File: src/rtl/oale_pkg.sv
// oale_pkg: shared types and codes for the ordered array list engine
// command and response item structs, opcode and status codes; no dependencies
`default_nettype none

package oale_pkg;

  typedef enum logic [1:0] {
    OP_GET    = 2'd0,
    OP_LOCATE = 2'd1,
    OP_INSERT = 2'd2,
    OP_DELETE = 2'd3
  } opcode_e;

  typedef enum logic [1:0] {
    STAT_OK       = 2'd0,
    STAT_OVERFLOW = 2'd1,
    STAT_BADPOS   = 2'd2
  } status_e;

  typedef struct packed {
    opcode_e            opcode;
    logic [7:0]         position;
    logic signed [31:0] item_value;
  } cmd_t;

  typedef struct packed {
    logic signed [31:0] result_value;
    logic [7:0]         found_position;
    logic [7:0]         list_length;
    status_e            status;
  } rsp_t;

endpackage

`default_nettype wire

File: src/rtl/oale_ram.sv
// oale_ram: generic single write port, single read port ram with registered read
// no package dependencies; contents undefined until written
`default_nettype none

module oale_ram #(
  parameter int Width = 32,
  parameter int Depth = 128
) (
  input  wire logic                     clk_i,
  input  wire logic                     we_i,
  input  wire logic [$clog2(Depth)-1:0] waddr_i,
  input  wire logic [Width-1:0]         wdata_i,
  input  wire logic [$clog2(Depth)-1:0] raddr_i,
  output      logic [Width-1:0]         rdata_o
);

  logic [Width-1:0] mem [Depth];

  always_ff @(posedge clk_i) begin
    if (we_i) begin
      mem[waddr_i] <= wdata_i;
    end
    rdata_o <= mem[raddr_i];
  end

endmodule

`default_nettype wire

File: src/rtl/ordered_array_list_engine_unit.sv
// ordered_array_list_engine_unit: bounded ordered list in a ram, walked by a small sequencer
// uses oale_pkg (cmd_t, rsp_t, opcode and status codes) and oale_ram for the element store
//
//   channel   ports                    direction  handshake
//   command   start, busy, cmd_i       in         taken when start && !busy
//   response  done_o, rsp_o            out        one-cycle strobe, no backpressure
//
// bad or overflowing requests answer on the cycle after acceptance
// get reads one element; locate scans from the head; insert on an append shifts nothing;
// insert and delete shift elements: one ram read and one write per cycle through the single ram port pair
// busy stays high until the response is registered; the next item can be taken while done_o shows
// reset clears the length and the sequencer; the element store needs no clearing
`default_nettype none

module ordered_array_list_engine_unit #(
  parameter int DEPTH     = 128,
  parameter int WORD_BITS = 32
) (
  input  wire logic         clk_i,
  input  wire logic         rst_ni,
  input  wire logic         start,
  output      logic         busy,
  input  wire oale_pkg::cmd_t cmd_i,
  output      logic         done_o,
  output      oale_pkg::rsp_t rsp_o
);

  localparam int AW   = $clog2(DEPTH);
  localparam int CW   = $clog2(DEPTH + 1);
  localparam int CMPW = ((CW > 8) ? CW : 8) + 1;

  typedef enum logic [3:0] {
    S_IDLE = 4'b0001,
    S_SCAN = 4'b0010,
    S_SHUP = 4'b0100,
    S_SHDN = 4'b1000
  } state_e;

  state_e                state_q, state_d;
  oale_pkg::opcode_e     op_q, op_d;
  logic [WORD_BITS-1:0]  word_q, word_d;
  logic [WORD_BITS-1:0]  val_q, val_d;
  logic [AW-1:0]         idx_q, idx_d;
  logic [AW-1:0]         base_q, base_d;
  logic [AW-1:0]         ridx_q, ridx_d;
  logic [CW-1:0]         rem_q, rem_d;
  logic [CW-1:0]         count_q, count_d;
  logic                  rvld_q, rvld_d;
  logic                  first_q, first_d;
  logic                  done_q, done_d;
  oale_pkg::rsp_t        rsp_q, rsp_d;

  logic                  ram_we;
  logic [AW-1:0]         ram_waddr;
  logic [WORD_BITS-1:0]  ram_wdata;
  logic [WORD_BITS-1:0]  ram_rdata;

  logic                  accept;
  logic                  issue;
  logic [CMPW-1:0]       posx;
  logic [CMPW-1:0]       cntx;
  logic                  pos_bad;
  logic [63:0]           in_ext;

  assign busy   = (state_q != S_IDLE);
  assign accept = start && !busy;
  assign issue  = (rem_q != '0);
  assign posx   = CMPW'(cmd_i.position);
  assign cntx   = CMPW'(count_q);
  assign pos_bad = (cmd_i.position == 8'd0) || (posx > cntx);
  assign in_ext = {32'b0, cmd_i.item_value};

  oale_ram #(
    .Width (WORD_BITS),
    .Depth (DEPTH)
  ) u_store (
    .clk_i   (clk_i),
    .we_i    (ram_we),
    .waddr_i (ram_waddr),
    .wdata_i (ram_wdata),
    .raddr_i (idx_q),
    .rdata_o (ram_rdata)
  );

  always_comb begin
    state_d   = state_q;
    op_d      = op_q;
    word_d    = word_q;
    val_d     = val_q;
    idx_d     = idx_q;
    base_d    = base_q;
    ridx_d    = idx_q;
    rem_d     = rem_q;
    count_d   = count_q;
    rvld_d    = 1'b0;
    first_d   = first_q;
    done_d    = 1'b0;
    rsp_d     = rsp_q;
    ram_we    = 1'b0;
    ram_waddr = '0;
    ram_wdata = ram_rdata;

    // default shape of a finishing response
    if (state_q == S_IDLE) begin
      rsp_d.result_value   = '0;
      rsp_d.found_position = '0;
      rsp_d.list_length    = 8'(count_q);
      rsp_d.status         = oale_pkg::STAT_OK;
    end

    unique case (state_q)
      S_IDLE: begin
        if (accept) begin
          op_d   = cmd_i.opcode;
          word_d = in_ext[WORD_BITS-1:0];
          unique case (cmd_i.opcode)
            oale_pkg::OP_GET: begin
              if (pos_bad) begin
                rsp_d.status = oale_pkg::STAT_BADPOS;
                done_d       = 1'b1;
              end else begin
                state_d = S_SHDN;
                rem_d   = CW'(1);
                idx_d   = AW'(cmd_i.position - 8'd1);
                first_d = 1'b1;
              end
            end
            oale_pkg::OP_LOCATE: begin
              state_d = S_SCAN;
              rem_d   = count_q;
              idx_d   = '0;
            end
            oale_pkg::OP_INSERT: begin
              if (count_q == CW'(DEPTH)) begin
                rsp_d.status = oale_pkg::STAT_OVERFLOW;
                done_d       = 1'b1;
              end else if ((cmd_i.position == 8'd0) || (posx > cntx + 1'b1)) begin
                rsp_d.status = oale_pkg::STAT_BADPOS;
                done_d       = 1'b1;
              end else begin
                state_d = S_SHUP;
                rem_d   = CW'(cntx - posx + 1'b1);
                idx_d   = AW'(count_q - 1'b1);
                base_d  = AW'(cmd_i.position - 8'd1);
              end
            end
            oale_pkg::OP_DELETE: begin
              if (pos_bad) begin
                rsp_d.status = oale_pkg::STAT_BADPOS;
                done_d       = 1'b1;
              end else begin
                state_d = S_SHDN;
                rem_d   = CW'(cntx - posx + 1'b1);
                idx_d   = AW'(cmd_i.position - 8'd1);
                first_d = 1'b1;
              end
            end
            default: begin
              state_d = S_IDLE;
            end
          endcase
        end
      end

      S_SCAN: begin
        if (rvld_q && (ram_rdata == word_q)) begin
          state_d              = S_IDLE;
          done_d               = 1'b1;
          rsp_d.result_value   = '0;
          rsp_d.found_position = 8'(CW'(ridx_q) + 1'b1);
          rsp_d.list_length    = 8'(count_q);
          rsp_d.status         = oale_pkg::STAT_OK;
        end else if (!issue && !rvld_q) begin
          state_d              = S_IDLE;
          done_d               = 1'b1;
          rsp_d.result_value   = '0;
          rsp_d.found_position = '0;
          rsp_d.list_length    = 8'(count_q);
          rsp_d.status         = oale_pkg::STAT_OK;
        end else if (issue) begin
          rvld_d = 1'b1;
          rem_d  = rem_q - 1'b1;
          idx_d  = idx_q + 1'b1;
        end
      end

      S_SHUP: begin
        // element read last cycle moves one place up
        if (rvld_q) begin
          ram_we    = 1'b1;
          ram_waddr = ridx_q + 1'b1;
          ram_wdata = ram_rdata;
        end else if (!issue) begin
          ram_we               = 1'b1;
          ram_waddr            = base_q;
          ram_wdata            = word_q;
          count_d              = count_q + 1'b1;
          state_d              = S_IDLE;
          done_d               = 1'b1;
          rsp_d.result_value   = '0;
          rsp_d.found_position = '0;
          rsp_d.list_length    = 8'(count_q + 1'b1);
          rsp_d.status         = oale_pkg::STAT_OK;
        end
        if (issue) begin
          rvld_d = 1'b1;
          rem_d  = rem_q - 1'b1;
          idx_d  = idx_q - 1'b1;
        end
      end

      S_SHDN: begin
        // first read is the removed (or fetched) element, the rest move one place down
        if (rvld_q) begin
          if (first_q) begin
            val_d   = ram_rdata;
            first_d = 1'b0;
          end else begin
            ram_we    = 1'b1;
            ram_waddr = ridx_q - 1'b1;
            ram_wdata = ram_rdata;
          end
        end else if (!issue) begin
          state_d              = S_IDLE;
          done_d               = 1'b1;
          rsp_d.result_value   = 32'(64'(val_q));
          rsp_d.found_position = '0;
          rsp_d.status         = oale_pkg::STAT_OK;
          if (op_q == oale_pkg::OP_DELETE) begin
            count_d           = count_q - 1'b1;
            rsp_d.list_length = 8'(count_q - 1'b1);
          end else begin
            rsp_d.list_length = 8'(count_q);
          end
        end
        if (issue) begin
          rvld_d = 1'b1;
          rem_d  = rem_q - 1'b1;
          idx_d  = idx_q + 1'b1;
        end
      end

      default: begin
        state_d = S_IDLE;
      end
    endcase
  end

  always_ff @(posedge clk_i or negedge rst_ni) begin
    if (!rst_ni) begin
      state_q <= S_IDLE;
      count_q <= '0;
      rem_q   <= '0;
      rvld_q  <= 1'b0;
      first_q <= 1'b0;
      done_q  <= 1'b0;
    end else begin
      state_q <= state_d;
      count_q <= count_d;
      rem_q   <= rem_d;
      rvld_q  <= rvld_d;
      first_q <= first_d;
      done_q  <= done_d;
    end
  end

  always_ff @(posedge clk_i) begin
    op_q   <= op_d;
    word_q <= word_d;
    val_q  <= val_d;
    idx_q  <= idx_d;
    base_q <= base_d;
    ridx_q <= ridx_d;
    rsp_q  <= rsp_d;
  end

  assign done_o = done_q;
  assign rsp_o  = rsp_q;

`ifndef SYNTHESIS
  a_count_bound: assert property (@(posedge clk_i) disable iff (!rst_ni)
    count_q <= CW'(DEPTH))
    else $error("list length beyond store depth");

  a_read_only_busy: assert property (@(posedge clk_i) disable iff (!rst_ni)
    rvld_q |-> busy)
    else $error("read data pending while idle");

  a_write_only_busy: assert property (@(posedge clk_i) disable iff (!rst_ni)
    ram_we |-> busy)
    else $error("store written while idle");

  a_overflow_full: assert property (@(posedge clk_i) disable iff (!rst_ni)
    (done_o && (rsp_o.status == oale_pkg::STAT_OVERFLOW)) |-> (count_q == CW'(DEPTH)))
    else $error("overflow reported on a list that is not full");

  a_delete_shrinks: assert property (@(posedge clk_i) disable iff (!rst_ni)
    (state_q == S_SHDN && state_d == S_IDLE && op_q == oale_pkg::OP_DELETE)
      |=> (count_q == $past(count_q) - 1'b1))
    else $error("delete did not shrink the list by one");
`endif

endmodule

`default_nettype wire
File: config.mk
export PLATFORM = sky130hd
export DESIGN_NAME = ordered_array_list_engine_unit
export DESIGN_NICKNAME = d
export VERILOG_FILES = /design/src/rtl/oale_pkg.sv /design/src/rtl/oale_ram.sv /design/src/rtl/ordered_array_list_engine_unit.sv
export SDC_FILE = /design/constraint.sdc
export NUM_CORES = 2
export LEC_CHECK = 0
export BUFFER_PORTS_ARGS = -buffer_cell sky130_fd_sc_hd__buf_2
export CAP_MARGIN = 10
export CELL_PAD_IN_SITES_DETAIL_PLACEMENT = 1
export CELL_PAD_IN_SITES_GLOBAL_PLACEMENT = 2
export CORE_MARGIN = 2
export CORE_UTILIZATION = 45
export DETAILED_ROUTE_END_ITERATION = 7
export PLACE_DENSITY_LB_ADDON = 0.1
export SYNTH_ARGS = -nofsm -noshare
export SYNTH_HDL_FRONTEND = slang
export SYNTH_SLANG_ARGS = --single-unit
File: constraint.sdc
create_clock -name clk_i -period 5.8 [get_ports clk_i]
set_input_delay 0 -clock clk_i [delete_from_list [all_inputs] [get_ports clk_i]]
set_output_delay 0 -clock clk_i [all_outputs]
set_load 0.01 [all_outputs]
# After elaboration in Yosys (flattened, before gate mapping)
# Memories as Yosys holds them, arrays and structs flattened. A register that Yosys moved wholly into a read port is not among the register bits.
# Cells that the tools add are included.
classes:
  addsub: 12
  n_mul: 0
  div: 0
  magnitude_cmp: 2
  n_eq_ne: 30
  shifts: 0
  muxes: 83
  bitwise: 2
  n_reduce_logical: 25
ops:
  columns: ["cell", "n"]
  rows:
  - ["$mux 50", 7]
  - ["$pmux 48 s3", 1]
  - ["$mux 8", 13]
  - ["$mux 32", 3]
  - ["$mux 7", 12]
  - ["$eq 32x32->1", 1]
  - ["$mux 4", 8]
  - ["$pmux 8 s4", 1]
  - ["$pmux 7 s4", 1]
  - ["$ne 2x2->1 const B", 13]
  - ["$pmux 4 s3", 2]
  - ["$pmux 8 s3", 1]
  - ["$pmux 7 s3", 1]
  - ["$sub 7x1->7 const B", 3]
  - ["$mux 1", 20]
  - ["$ne 3x3->1 const B", 6]
  - ["$add 8x1->8 const B", 2]
  - ["$pmux 8 s2", 1]
  - ["$reduce_and 8->1", 2]
  - ["$sub 8x1->8 const B", 2]
  - ["$reduce_and 5->1", 3]
  - ["$add 7x1->7 const B", 2]
  - ["$pmux 7 s2", 1]
  - ["$add 8x1->9 const B", 1]
  - ["other kinds (31)", 47]
word_totals:
  reg_bits: 160
  latchBits: 0
  ram_bits: 4096
  mem_bits_ro: 0
  input_bits: 45
  output_inout_bits: 52
  wordCells: 171
  mem_count: 1
mem_list:
  columns: ["memory", "depth", "width", "rd", "rd_clocked_by_memory_dff", "write_ports", "line", "rtl"]
  rows:
  - ["u_store.mem", 128, 32, 1, 1, 1, "oale_ram.sv:17", "logic [Width-1:0] mem [Depth];"]

# Logic depth before layout (Yosys ltp)
depth:
  word_depth: 8
  mapped_depth: 14
  depth_no_buf: 12

# Cells and area by module
# A second synthesis with hierarchy kept.
unflattened:
  cells_unflattened: 6796
  area_unflattened_um2: 164878.1
by_module_without_submodules:
  columns: ["module", "n_inst", "cells_per_inst", "area_each_um2", "seq_area_each_um2"]
  rows:
  - ["oale_ram", 1, 5990, 156283.6, 123638.6]
  - ["ordered_array_list_engine_unit", 1, 806, 8594.5, 4120.2]

# Least setup slack after synthesis
# No wires, ideal clock.
synth_timing:
  kind: "register to register"
  from: "register rem_q[0]"
  to: "memory u_store.mem[80][0] (enable)"
  setup_time_ps: 421
  t_arrival_ps: 3679
  required_time_ps: 5379
  path_slack_ps: 1700
  stages_incl_launch_ff: 11
  n_path_buf: 1
  period_less_slack_ps: 4100
  path_cell_list: "dfrtp_1 inv_1 ha_1 or3b_2 nor4_4 buf_4 nand2_1 o221a_2 nor2_2 nand2_1 nor2_1"
synth_between:
  elab_chain_len: 6
  elab_cells_between_ends: 9
  classes_between: "8 x mux; 1 x reduce/logical"
synth_rtl:
  columns: ["element", "line", "rtl"]
  rows:
  - ["start, declared", "ordered_array_list_engine_unit.sv:46", "logic [CW-1:0] rem_q, rem_d;"]
  - ["start signal, assigned", "ordered_array_list_engine_unit.sv:260", "rem_q <= rem_d;"]
  - ["$reduce_bool 8->1 (*)", "ordered_array_list_engine_unit.sv:67", "assign issue = (rem_q != '0);"]
  - ["$mux 1", "ordered_array_list_engine_unit.sv:193", "end else if (!issue) begin"]
  - ["$mux 1", "ordered_array_list_engine_unit.sv:189", "if (rvld_q) begin"]
  - ["$pmux 1 s2", "ordered_array_list_engine_unit.sv:111", "unique case (state_q)"]
  - ["$mux 1", "oale_ram.sv:20", "if (we_i) begin"]
  - ["$mux 1 (not written as such)", "oale_ram.sv:21", "mem[waddr_i] <= wdata_i;"]
  - ["end, declared", "oale_ram.sv:17", null]
# Mark *: on every way between the ends. The rest lies on a longest branch, timed or not.

# Worst setup path after layout
layout_timing:
  from: "register rem_q[0]"
  to: "memory u_store.mem[113][30] (enable)"
# The elaborated chain is that of the path after synthesis.

==> impl_metrics.json <==
{
  "rows": 222,
  "numCtsBuffers": 445,
  "vias": 77900,
  "finalSetupViolations": 0,
  "yosysUniqueCellTypes": 87,
  "io-pin-count": 97,
  "r2r-end": "u_store.mem[113][30]",
  "postCtsSetupBuffers": 0,
  "place.gp.congestion": 0.828,
  "wirelength_microns": 467000,
  "setup_tns_ps": 0,
  "dp_hpwl_microns": 284000,
  "drt.antenna.violating_nets": 0,
  "via_per_inst": 6.13,
  "synthesis.nets": 6982,
  "htreeDepth": 5,
  "fin_crit_ps": 4820,
  "drv_cap": 0,
  "final.setup_skew_ps": 63.5,
  "grt-ovfl-total": 0,
  "synth_common_cells": "edfxtp_1 (4176), mux4_2 (1313), nor2_1 (184)",
  "whs_ps": 85.8,
  "drt-initial-drc-count": 10300,
  "timing.rr.start": "rem_q[0]",
  "worst_ir_drop_vdd_v": 0.000423,
  "p_leak_nw": 59.0,
  "hold_path.class": "input pin to async pin",
  "insertion_delay_ps": 970,
  "grt_max_degree": 129,
  "post-route-drc-count": 0,
  "core_sq_um": 366000,
  "slew_viol_final": 0,
  "ys.flop_type": "edfxtp_1",
  "syn_to_final_growth_pct": 15.2,
  "required_ps": 6370,
  "yosys.area.top_type": "edfxtp_1",
  "critPathArrivalTime_ps": 5400,
  "critPathKind": "flop to flop",
  "grt_pass1_wl_microns": 655000,
  "period_share_pct": 83.1,
  "avgRoutedWirePerCell_microns": 36.8,
  "avgSynthCellArea_sq_um": 24.0,
  "pwr_density_cell_nw_per_um2": 537,
  "syn-cell-area_sq_um": 165000,
  "port_buffers": 96,
  "rr_worst_depth": 9,
  "start_kind": "flop",
  "synth.most_common_cell": "edfxtp_1",
  "finalHoldViolations": 0,
  "die_x_microns": 610,
  "max_slew_margin_pct": 14.5,
  "endpoint_kind": "flop",
  "tightest_slew_ps": 1270,
  "yosys_warnings": 0,
  "ys_ff_latch": 4288,
  "syn-instance-count": 6890,
  "synth_area_leaders": "edfxtp_1 (76%), mux4_2 (18%), dfxtp_1 (1.1%)",
  "clock_path_buffers": 4,
  "async_flop_share_pct": 0.536,
  "synth.top_cell.area_share_pct": 75.9,
  "cp-startpoint": "rem_q[0]",
  "cts_tree": "built",
  "status": "finished clean",
  "fmax_mhz": 207,
  "r2r_slack_ps": 980,
  "clock_sinks": 4288,
  "rsz0062_at_grt": "no",
  "drt-pass1-iter-count": 6,
  "start_util_pct": 45.2,
  "grtUsageTotal_pct": 25.2,
  "final_nets": 7591,
  "antenna_found_initial": 44,
  "synth_edf_count": 4176,
  "first_global_vias": 80100,
  "clk_pin_slew_ps": 60,
  "fp.dieArea_sq_um": 372000,
  "total_power_mw": 102,
  "chipHeight_microns": 610,
  "clockRootBuffer": "clkbuf_16",
  "drive_above_1_share_pct": 32.9,
  "ys_seq_area_share_pct": 77.4,
  "ctsResizeCount": 0,
  "path_max_fanout": 32
}
==> through the flow <==
| stage | instances | setup slack (ps) | cell area [sq um] | utilization [%] |
|---|---|---|---|---|
| 3_5_place_dp | 11800 | 1010 | 175000 | 47.8 |
| 2_1_floorplan | 6890 | 1700 | 165000 | - |
| 5_1_grt | 12700 | 728 | 190000 | 52.0 |
| 6_report | 12700 | 978 | 190000 | 52.1 |
| 3_3_place_gp | 11800 | 1020 | 175000 | 47.8 |
| 4_1_cts | 12700 | 972 | 190000 | 52.0 |
==> per-layer routing <==
metal / vias up / track usage [%] / share of wire [%]
met5: - / 0 / 0.0088
met2: 3031 / 37.8 / 46
met4: 6 / 5.37 / 2.2
li1: 31000 / - / -
met1: 43400 / 39.6 / 45
met3: 514 / 3.58 / 7.3
==> cells by family after synthesis <==
group / after synthesis / share of synthesized area [%]
and+or+nand+nor: 388 / 1.11
adders and majority gates: 47 / 0.365
AOI/OAI and AO/OA: 277 / 1.19
xor gates and xnor gates: 70 / 0.380
buffers and inverters: 405 / 1.05
muxes: 1415 / 18.5
DFF: 4288 / 77.4
==> layout make-up <==
class	count	area (sq um)
Antenna cell	10	25.0
Clock buffer	538	11600
Clock inverter	289	2960
Fill cell	30900	175000
Inverter	44	165
Multi-Input combinational cell	2197	36800
Sequential cell	4288	128000
Tap cell	4816	6030
Timing Repair Buffer	523	4910
==> flip-flops by register name, indices dropped and copies added (netlist names) <==
register	cells
val_q	32
u_store.rdata_o	32
rsp_o	50
state_q	4
idx_q	7
rvld_q	1
done_o	1
op_q	2
rem_q	8
base_q	7
count_q	8
first_q	1
ridx_q	7
word_q	32
u_store.mem	4096
==> how the worst max path moves through the flow <==
stage                           endpoint  cells after the start
floorplan             u_store.mem[80][0]                     10
global placement    u_store.mem[114][18]                      9
detailed placement  u_store.mem[117][14]                      9
CTS                 u_store.mem[117][28]                      9
global route        u_store.mem[113][26]                      9
finish              u_store.mem[113][30]                      9
==> timing repair <==
action / CTS / global route
hold endpoints to repair: 123 / 0
setup endpoints to repair: 0 / 0
hold buffers: 88 / 0
==> report_power, final <==
part           switching, mW  internal [mW]
Sequential             0.671           39.0
Combinational           21.8           12.1
Clock                   12.1           16.6
==> cells in the final DEF, fill, tap and decap left out, drive strengths merged, types with 6 or more instances in the layout <==
cell type and n:
nor4 15, o22ai 12, mux4 1313, nand3 19
ha 45, clkinv 208, mux2i 70, nor3 22
and3 7, buf 435, inv 57, a22oi 43
or3 8, a31oi 7, o221ai 6, o21a 34
xor2 39, bufinv 52, dfxtp 89, clkbuf 539
a21oi 41, dlygate4sd3 87, o21ai 47, nor2 189
a22o 33, and2 6, xnor2 30, mux2 32
nand2 83, edfxtp 4176, clkinvlp 16, diode 10
dfrtp 22, nor3b 6
==> critical path, stage by stage, from the launching register on <==
cell and delay [ps]:
dfrtp_1 390, inv_1 100, ha_1 210, or3b_2 520, nor4_4 610, a21oi_1 420
nor2_1 570, nand2_1 730, nor2_4 240, buf_4 550
Note: power is estimated with default switching activity, not from simulation.
